<file path="src/hw/rtl/usb_pcs_pkg.sv">
// ---------------------------------------------------------------------------
// usb_pcs_pkg
// Types, codes and constants of the USB power-cycle sequencer.
// ---------------------------------------------------------------------------
package usb_pcs_pkg;

	// Default width of the millisecond wait counter.
	localparam int TIMER_BITS_DEF = 16;

	// Dead time limits and register reset values, in milliseconds.
	localparam logic [15:0] DEAD_MIN        = 16'd250;
	localparam logic [15:0] DEAD_MAX        = 16'd30000;
	localparam logic [15:0] DEAD_DEF_RESET  = 16'd4000;
	localparam logic [9:0]  STAGGER_RESET   = 10'd50;

	// Command codes.
	localparam logic [2:0] CMD_TICK  = 3'd0;
	localparam logic [2:0] CMD_PLUG  = 3'd1;
	localparam logic [2:0] CMD_CYCLE = 3'd2;
	localparam logic [2:0] CMD_BATT  = 3'd3;
	localparam logic [2:0] CMD_DATA  = 3'd4;

	// Status codes.
	localparam logic [1:0] ST_ACCEPTED = 2'd0;
	localparam logic [1:0] ST_DISABLED = 2'd1;
	localparam logic [1:0] ST_BUSY     = 2'd2;
	localparam logic [1:0] ST_TICK     = 2'd3;

	// Configuration register indexes.
	localparam logic [1:0] REG_ENABLE  = 2'd0;
	localparam logic [1:0] REG_DEAD    = 2'd1;
	localparam logic [1:0] REG_STAGGER = 2'd2;
	localparam logic [1:0] REG_INVERT  = 2'd3;

	// Sequence phases.
	typedef enum logic [3:0] {
		PH_IDLE      = 4'd0,
		PH_PLUG_WAIT = 4'd1,
		PH_CYC_DOWN  = 4'd2,
		PH_CYC_DEAD  = 4'd3,
		PH_CYC_UP    = 4'd4
	} phase_t;

	// Configuration register contents.
	typedef struct packed {
		logic        enable;
		logic [15:0] default_dead_ms;
		logic [9:0]  stagger_ms;
		logic        mux_invert;
	} cfg_t;

	// Sequence state apart from the wait counter.
	typedef struct packed {
		phase_t      phase;
		logic [15:0] dead_time;
		logic        plug_dir;
		logic        usb_rail;
		logic        battery;
		logic        data;
	} seq_state_t;

	// One result beat.
	typedef struct packed {
		logic [1:0] status;
		logic       busy;
		logic       usb_on;
		logic       batt_on;
		logic       data_on;
		logic       usb_lvl;
		logic       batt_lvl;
		logic       mux_lvl;
	} result_t;

endpackage

</file>
<file path="src/hw/rtl/usb_pcs_cfg.sv">
// ---------------------------------------------------------------------------
// usb_pcs_cfg
// Configuration register file, written one beat per cycle.
// ---------------------------------------------------------------------------
module usb_pcs_cfg (
	input  logic                clk,
	input  logic                arst_n,
	input  logic                cfg_valid,
	output logic                cfg_ready,
	input  logic [1:0]          cfg_index,
	input  logic [15:0]         cfg_data,
	output usb_pcs_pkg::cfg_t   cfg
);

	usb_pcs_pkg::cfg_t cfg_q;

	// Writes are always taken.
	assign cfg_ready = 1'b1;
	assign cfg       = cfg_q;

	// Register file with reset values.
	always_ff @(posedge clk or negedge arst_n) begin
		if (!arst_n) begin
			cfg_q.enable          <= 1'b0;
			cfg_q.default_dead_ms <= usb_pcs_pkg::DEAD_DEF_RESET;
			cfg_q.stagger_ms      <= usb_pcs_pkg::STAGGER_RESET;
			cfg_q.mux_invert      <= 1'b0;
		end else if (cfg_valid) begin
			case (cfg_index)
				usb_pcs_pkg::REG_ENABLE:  cfg_q.enable          <= cfg_data[0];
				usb_pcs_pkg::REG_DEAD:    cfg_q.default_dead_ms <= cfg_data;
				usb_pcs_pkg::REG_STAGGER: cfg_q.stagger_ms      <= cfg_data[9:0];
				usb_pcs_pkg::REG_INVERT:  cfg_q.mux_invert      <= cfg_data[0];
				default: ;
			endcase
		end
	end

endmodule

</file>
<file path="src/hw/rtl/usb_pcs_step.sv">
// ---------------------------------------------------------------------------
// usb_pcs_step
// Next-state and result logic for one command beat.
// ---------------------------------------------------------------------------
module usb_pcs_step #(
	parameter int TIMER_BITS = usb_pcs_pkg::TIMER_BITS_DEF
) (
	input  usb_pcs_pkg::cfg_t        cfg,
	input  logic [2:0]               command,
	input  logic [15:0]              value,
	input  usb_pcs_pkg::seq_state_t  cur,
	input  logic [TIMER_BITS-1:0]    wait_cur,
	output usb_pcs_pkg::seq_state_t  nxt,
	output logic [TIMER_BITS-1:0]    wait_nxt,
	output usb_pcs_pkg::result_t     res
);

	localparam logic [32:0] TMAX = (33'd1 << TIMER_BITS) - 33'd1;

	logic [TIMER_BITS-1:0] stagger_t;
	logic [TIMER_BITS-1:0] dead_t;
	logic [TIMER_BITS-1:0] wait_dec;
	logic [15:0]           dead_req;
	logic [1:0]            status;
	logic                  val_nz;

	// Delays saturated to the counter width.
	assign stagger_t = ({23'd0, cfg.stagger_ms} > TMAX) ? TMAX[TIMER_BITS-1:0]
		: TIMER_BITS'({23'd0, cfg.stagger_ms});
	assign dead_t = ({17'd0, cur.dead_time} > TMAX) ? TMAX[TIMER_BITS-1:0]
		: TIMER_BITS'({17'd0, cur.dead_time});

	assign wait_dec = (wait_cur != '0) ? wait_cur - TIMER_BITS'(1) : wait_cur;
	assign val_nz   = (value != 16'd0);

	// Requested dead time, defaulted or clamped.
	always_comb begin
		if (value <= 16'd1) begin
			dead_req = cfg.default_dead_ms;
		end else if (value < usb_pcs_pkg::DEAD_MIN) begin
			dead_req = usb_pcs_pkg::DEAD_MIN;
		end else if (value > usb_pcs_pkg::DEAD_MAX) begin
			dead_req = usb_pcs_pkg::DEAD_MAX;
		end else begin
			dead_req = value;
		end
	end

	// Command decode and sequence stepping.
	always_comb begin
		nxt      = cur;
		wait_nxt = wait_cur;
		status   = usb_pcs_pkg::ST_TICK;
		case (command)
			usb_pcs_pkg::CMD_TICK: begin
				if (cur.phase != usb_pcs_pkg::PH_IDLE) begin
					wait_nxt = wait_dec;
					if (wait_dec == '0) begin
						case (cur.phase)
							usb_pcs_pkg::PH_PLUG_WAIT: begin
								if (cur.plug_dir) begin
									nxt.data = 1'b1;
								end else begin
									nxt.usb_rail = 1'b0;
								end
								nxt.phase = usb_pcs_pkg::PH_IDLE;
							end
							usb_pcs_pkg::PH_CYC_DOWN: begin
								nxt.usb_rail = 1'b0;
								nxt.battery  = 1'b0;
								wait_nxt     = dead_t;
								nxt.phase    = usb_pcs_pkg::PH_CYC_DEAD;
							end
							usb_pcs_pkg::PH_CYC_DEAD: begin
								nxt.usb_rail = 1'b1;
								nxt.battery  = 1'b1;
								wait_nxt     = stagger_t;
								nxt.phase    = usb_pcs_pkg::PH_CYC_UP;
							end
							usb_pcs_pkg::PH_CYC_UP: begin
								nxt.data  = 1'b1;
								nxt.phase = usb_pcs_pkg::PH_IDLE;
							end
							default: begin
								nxt.phase = usb_pcs_pkg::PH_IDLE;
							end
						endcase
					end
				end
			end
			usb_pcs_pkg::CMD_PLUG, usb_pcs_pkg::CMD_CYCLE: begin
				if (!cfg.enable) begin
					status = usb_pcs_pkg::ST_DISABLED;
				end else if (cur.phase != usb_pcs_pkg::PH_IDLE) begin
					status = usb_pcs_pkg::ST_BUSY;
				end else begin
					status   = usb_pcs_pkg::ST_ACCEPTED;
					wait_nxt = stagger_t;
					if (command == usb_pcs_pkg::CMD_PLUG) begin
						nxt.plug_dir = val_nz;
						if (val_nz) begin
							nxt.usb_rail = 1'b1;
						end else begin
							nxt.data = 1'b0;
						end
						nxt.phase = usb_pcs_pkg::PH_PLUG_WAIT;
					end else begin
						nxt.dead_time = dead_req;
						nxt.data      = 1'b0;
						nxt.phase     = usb_pcs_pkg::PH_CYC_DOWN;
					end
				end
			end
			usb_pcs_pkg::CMD_BATT: begin
				nxt.battery = val_nz;
				status      = usb_pcs_pkg::ST_ACCEPTED;
			end
			usb_pcs_pkg::CMD_DATA: begin
				nxt.data = val_nz;
				status   = usb_pcs_pkg::ST_ACCEPTED;
			end
			default: ;
		endcase
	end

	// Result fields from the updated state; relay pins are low when connected.
	always_comb begin
		res.status   = status;
		res.busy     = (nxt.phase != usb_pcs_pkg::PH_IDLE);
		res.usb_on   = nxt.usb_rail;
		res.batt_on  = nxt.battery;
		res.data_on  = nxt.data;
		res.usb_lvl  = ~nxt.usb_rail;
		res.batt_lvl = ~nxt.battery;
		res.mux_lvl  = ~(nxt.data ^ cfg.mux_invert);
	end

endmodule

</file>
<file path="src/hw/rtl/usb_power_cycle_sequencer_top.sv">
// ---------------------------------------------------------------------------
// usb_power_cycle_sequencer_top
// Sequencer for the USB data mux, USB power relay and battery relay.
// ---------------------------------------------------------------------------
// Usage:
// Command beats (command, value) enter on in_valid/in_ready. A tick command
// advances the sequence timers by one millisecond; the other commands start
// plug or power-cycle sequences or set a switch directly.
// Every command beat yields exactly one result beat on out_valid/out_ready,
// carrying the status, the busy flag, the switch states and the pin levels.
// A beat passes through the input register and then the result
// register. Throughput is one beat per cycle while the receiver takes
// results, set by the combinational state update between the two registers.
// Configuration writes use cfg_valid/cfg_ready with cfg_index and cfg_data
// and are always taken; write them only while the block is idle.
// Reset disables the block, restores register defaults and leaves all three
// switches connected with no sequence running.
// When the receiver stalls, the result register holds its beat and the input
// register fills; in_ready then drops until the result is taken.
// ---------------------------------------------------------------------------
module usb_power_cycle_sequencer_top #(
	parameter int TIMER_BITS = usb_pcs_pkg::TIMER_BITS_DEF
) (
	input  logic        clk,
	input  logic        arst_n,
	input  logic        cfg_valid,
	output logic        cfg_ready,
	input  logic [1:0]  cfg_index,
	input  logic [15:0] cfg_data,
	input  logic        in_valid,
	output logic        in_ready,
	input  logic [2:0]  command,
	input  logic [15:0] value,
	output logic        out_valid,
	input  logic        out_ready,
	output logic [1:0]  status,
	output logic        busy_res,
	output logic        usb_power_on,
	output logic        batt_power_on,
	output logic        usb_data_on,
	output logic        usb_relay_level,
	output logic        batt_relay_level,
	output logic        mux_select_level
);

	usb_pcs_pkg::cfg_t        cfg;
	usb_pcs_pkg::seq_state_t  state_q;
	usb_pcs_pkg::seq_state_t  state_nxt;
	usb_pcs_pkg::result_t     res_nxt;
	usb_pcs_pkg::result_t     res_s2;
	logic [TIMER_BITS-1:0]    wait_q;
	logic [TIMER_BITS-1:0]    wait_nxt;
	logic                     valid_s1;
	logic [2:0]               command_s1;
	logic [15:0]              value_s1;
	logic                     valid_s2;
	logic                     step_go;

	// Configuration registers.
	usb_pcs_cfg u_cfg (
		.clk       (clk),
		.arst_n    (arst_n),
		.cfg_valid (cfg_valid),
		.cfg_ready (cfg_ready),
		.cfg_index (cfg_index),
		.cfg_data  (cfg_data),
		.cfg       (cfg)
	);

	// Pipeline handshake: the held beat moves on whenever the result register frees.
	assign step_go  = valid_s1 && (!valid_s2 || out_ready);
	assign in_ready = !valid_s1 || step_go;

	// Input register.
	always_ff @(posedge clk or negedge arst_n) begin
		if (!arst_n) begin
			valid_s1 <= 1'b0;
		end else if (in_ready) begin
			valid_s1 <= in_valid;
		end
	end

	always_ff @(posedge clk) begin
		if (in_ready && in_valid) begin
			command_s1 <= command;
			value_s1   <= value;
		end
	end

	// Step logic.
	usb_pcs_step #(
		.TIMER_BITS (TIMER_BITS)
	) u_step (
		.cfg      (cfg),
		.command  (command_s1),
		.value    (value_s1),
		.cur      (state_q),
		.wait_cur (wait_q),
		.nxt      (state_nxt),
		.wait_nxt (wait_nxt),
		.res      (res_nxt)
	);

	// Sequence state, updated once per stepped beat.
	always_ff @(posedge clk or negedge arst_n) begin
		if (!arst_n) begin
			state_q.phase     <= usb_pcs_pkg::PH_IDLE;
			state_q.dead_time <= 16'd0;
			state_q.plug_dir  <= 1'b0;
			state_q.usb_rail  <= 1'b1;
			state_q.battery   <= 1'b1;
			state_q.data      <= 1'b1;
			wait_q            <= '0;
		end else if (step_go) begin
			state_q <= state_nxt;
			wait_q  <= wait_nxt;
		end
	end

	// Result register.
	always_ff @(posedge clk or negedge arst_n) begin
		if (!arst_n) begin
			valid_s2 <= 1'b0;
		end else if (step_go) begin
			valid_s2 <= 1'b1;
		end else if (out_ready) begin
			valid_s2 <= 1'b0;
		end
	end

	always_ff @(posedge clk) begin
		if (step_go) begin
			res_s2 <= res_nxt;
		end
	end

	// Output ports.
	assign out_valid        = valid_s2;
	assign status           = res_s2.status;
	assign busy_res         = res_s2.busy;
	assign usb_power_on     = res_s2.usb_on;
	assign batt_power_on    = res_s2.batt_on;
	assign usb_data_on      = res_s2.data_on;
	assign usb_relay_level  = res_s2.usb_lvl;
	assign batt_relay_level = res_s2.batt_lvl;
	assign mux_select_level = res_s2.mux_lvl;

endmodule

</file>
<file path="config.mk">
export PLATFORM = sky130hd
export DESIGN_NAME = usb_power_cycle_sequencer_top
export DESIGN_NICKNAME = d
export VERILOG_FILES = /design/src/hw/rtl/usb_pcs_pkg.sv /design/src/hw/rtl/usb_pcs_cfg.sv /design/src/hw/rtl/usb_pcs_step.sv /design/src/hw/rtl/usb_power_cycle_sequencer_top.sv
export SDC_FILE = /design/constraint.sdc
export NUM_CORES = 1
export LEC_CHECK = 0
export BUFFER_PORTS_ARGS = -buffer_cell sky130_fd_sc_hd__clkbuf_2
export CAP_MARGIN = 25
export CORE_AREA = 3 3 98 100
export CTS_CLUSTER_SIZE = 40
export DETAILED_ROUTE_END_ITERATION = 10
export DIE_AREA = 0 0 101 103
export PLACE_DENSITY = 0.79
export SLEW_MARGIN = 40
export SYNTH_ARGS = -nofsm -noshare
export SYNTH_HDL_FRONTEND = slang
export SYNTH_SLANG_ARGS = --single-unit
</file>
<file path="constraint.sdc">
create_clock -name clk -period 3.2 [get_ports clk]
set_clock_uncertainty 0.15 [all_clocks]
set_input_delay 0.16 -clock clk [delete_from_list [all_inputs] [get_ports clk]]
set_output_delay 0.16 -clock clk [all_outputs]
set_load 0.02 [all_outputs]
</file>
==> results.sh <==
export IMPL_final_cell_mix="58 x dfrtp_1, 51 x clkbuf_2, 49 x nor2_1"
export IMPL_die_w_um=101
export IMPL_grtUsageMet1_pct=39.6
export IMPL_cts_tree="done"
export IMPL_dr_pass1_iters=5
export IMPL_slew_violations=0
export IMPL_grt_overflow=0
export IMPL_synth_edff_count=28
export IMPL_regToRegSetupSlack_ns=0.13
export IMPL_r2r_cells=8
export IMPL_dp_cells=661
export IMPL_hold_viol=0
export IMPL_ant_nets=0
export IMPL_routed_wl_mm=14.6
export IMPL_grt_antenna_before_repair=0
export IMPL_drc=0
export IMPL_synth_avg_cell_area_um2=10.2
export IMPL_r2r_end="state_q[22]"
export IMPL_antennaDiodeCount=0
export IMPL_nets=649
export IMPL_drt_iter0_markers=450
export IMPL_status="finished clean"
export IMPL_vdd_ir_drop_max_mv=0.417
export IMPL_hold_class="in -> reg"
export IMPL_htreeDepth=3
export IMPL_routedWlPerCell_um=20.3
export IMPL_maxCapViolations=0
export IMPL_grt_use_met2_pct=46.5
export IMPL_syn_to_final_growth_pct=21.9
export IMPL_cts_setup_buffers=0
export IMPL_grt_max_degree=28
export IMPL_grt_pass1_wl_mm=23.6
export IMPL_ys_seq_elements=98
export IMPL_cts_max_path_buffers=2
export IMPL_max_freq_mhz=326
export IMPL_fillers=590
export IMPL_pin_count=54
export IMPL_synthCells=503
export IMPL_grt_use_total_pct=29.4
export IMPL_cp_start_kind="flop"
export IMPL_holdPathEnd="u_cfg.cfg[0]"
export IMPL_finalNonFillerCells=719
export IMPL_p_leak_uw=0.00251
export IMPL_reg2reg_from="wait_q[4]"
export IMPL_layout_drive_gt1_share_pct=27.0
export IMPL_worstPathRequired_ns=3.31
export IMPL_initial_core_util_pct=58.8
export IMPL_rows=34
export IMPL_post_drt_via_cell_ratio=6.41
export IMPL_crit_type="reg -> reg"
export IMPL_ys_flop_type="dfrtp_1"
export IMPL_setup_tns_ns=0
export IMPL_finalSetupViolCount=0
export IMPL_io_buffers=52
export IMPL_syn_nets=546
export IMPL_finalInstanceArea_um2=6280
export IMPL_cts_root_buffer="clkbuf_8"
export IMPL_yosysWarnings=0
export IMPL_placed_area_um2=5620
export IMPL_final_util_pct=71.7
export IMPL_cp_arrival_ns=3.18
export IMPL_post_route_min_period_ns=3.07
export IMPL_power_density_nw_per_um2=578
export IMPL_whs_path_depth=3
export IMPL_core_area_um2=8760
export IMPL_finalCritPeriodShare_pct=95.9
export IMPL_numCtsBuffers=9
export IMPL_clock_sinks=98
export IMPL_path_max_fanout=10
export IMPL_grt_use_met3_pct=6.50
export IMPL_synthArstFlopShare_pct=71.4
export IMPL_via_count=4611
export IMPL_gp_congestion=0.913
export IMPL_clkTransAtPathRegs_ns=0.10
export IMPL_mostFrequentLayoutCell="dfrtp_1"
export IMPL_grt_pass1_vias=4676
export IMPL_die_area_um2=10400
export IMPL_yosysSeqAreaShare_pct=50.6
export IMPL_detailed_place_hpwl_mm=9.90
export IMPL_hold_start="cfg_index[1]"
export IMPL_grt_setup_unrepaired="no"
export IMPL_tightestPinTransition_ns=0.823
export IMPL_busiest_layer="met2"
export IMPL_synth_area_um2=5150
export IMPL_max_slew_margin_pct=45.1
export IMPL_insertion_delay_ns=0.37
export IMPL_yosys_cell_types_count=73
export IMPL_die_y_um=103
export IMPL_cp_end_kind="flop"
## sequential cells by signal, summed over array words and instances (netlist names)
signal            cells
usb_data_on           1
command_s1            3
mux_select_level      1
usb_relay_level       1
state_q              24
busy_res              1
valid_s1              1
u_cfg.cfg            28
wait_q               16
usb_power_on          1
out_valid             1
batt_power_on         1
value_s1             16
status                2
batt_relay_level      1
## critical path: stages (launching register included)
cell and delay (ns):
dfrtp_1 0.52, or3_1 0.44, or4_1 0.53, nor2_1 0.11, a31o_2 0.16, nand4_2 0.12, or2_1 0.31, nor3_4 0.25
mux2_1 0.36
## area by class of cell
| type | count | area (um^2) | area share [%] |
|---|---|---|---|
| multi-input combinational | 366 | 2410 | 38.4 |
| sequential | 98 | 2610 | 41.5 |
| timing repair buffer | 118 | 858 | 13.7 |
| tap | 108 | 135 | 2.15 |
| clock inverter | 7 | 95.1 | 1.51 |
| inverter | 13 | 48.8 | 0.777 |
| clock buffer | 9 | 124 | 1.97 |
## cell usage after synthesis (all sizes together) (3+ instances only)
library cell / number / share of area [%]
a31o: 6 / 1.0
edfxtp: 28 / 16
xnor2: 4 / 0.68
o31ai: 5 / 0.73
o21a: 5 / 0.73
nor2: 50 / 3.7
or4: 7 / 1.2
nand2b: 8 / 0.97
mux2: 29 / 6.3
nor4: 12 / 1.7
nor4b: 4 / 0.80
dfrtp: 58 / 28
a211oi: 6 / 0.87
o22ai: 8 / 0.97
o221ai: 5 / 0.85
o21ai: 35 / 3.5
a31oi: 14 / 2.0
o211ai: 3 / 0.70
nor2b: 3 / 0.36
nand4: 7 / 1.1
or2: 3 / 0.36
clkbuf: 17 / 1.2
or3: 5 / 0.70
nor3: 13 / 2.1
and3: 4 / 0.49
dfstp: 12 / 6.1
nand3: 18 / 1.7
nand2: 44 / 3.2
inv: 11 / 0.80
a21boi: 4 / 0.58
a21o: 4 / 0.58
buf: 9 / 1.1
nand3b: 7 / 1.0
a21oi: 28 / 2.8
## power by group
part | leakage (uW) | internal (uW) | switching, uW
Combinational | 0.00129 | 423 | 534
Sequential | 0.00111 | 1540 | 258
Clock | 0.000111 | 385 | 490
Total | 0.00251 | 2350 | 1280
## repair_timing
item / in CTS / in global routing
gates resized for setup: 0 / 5
hold endpoints to repair: 71 / 0
hold buffers: 41 / 0
endpoints found under the setup margin: 0 / 3
## cell families (layout without fill, tap and decap cells)
family                   count (synthesis)  count (layout)  share of synthesized area [%]
XOR/XNOR                                 6               6                           1.02
adder cells (fa/ha/maj)                  1               1                          0.243
buffers and inverters                   39             147                           3.33
AO/OA/AOI/OAI                          138             138                           18.0
multiplexers                            30              30                           6.53
other                                    1               1                         0.0728
AND/OR/NAND/NOR                        190             190                           20.2
flip-flops                              98              98                           50.6
## metrics by stage
| stage | total power (uW) | setup WS [ns] | hold WS [ns] |
|---|---|---|---|
| floorplan | 2360 | 0.363 | -0.286 |
| CTS | 3580 | 0.138 | 0.00702 |
| detailed placement | 2680 | 0.143 | 0.0969 |
| finish | 3630 | 0.131 | 0.0315 |
| global placement | 2660 | 0.172 | 0.0836 |
| global route | 3800 | 0.000784 | 0.0296 |
## worst max-delay path by stage
stage / slack, ns / from / cells past startpoint / to
after floorplan: 0.36 / wait_q[0] / 9 / batt_relay_level
after global placement: 0.17 / wait_q[13] / 8 / mux_select_level
after detailed placement: 0.14 / wait_q[2] / 8 / mux_select_level
after CTS: 0.14 / wait_q[2] / 8 / mux_select_level
after global routing: 0.0008 / wait_q[0] / 10 / state_q[22]
final: 0.13 / wait_q[4] / 8 / state_q[22]
## metal layers
layer | up-vias | wire length (um)
li1 | 2087 | -
met1 | 2226 | 6110
met2 | 263 | 7000
met3 | 35 | 1200
met4 | 0 | 321
met5 | - | 0
(Power assumes the default switching activity.)
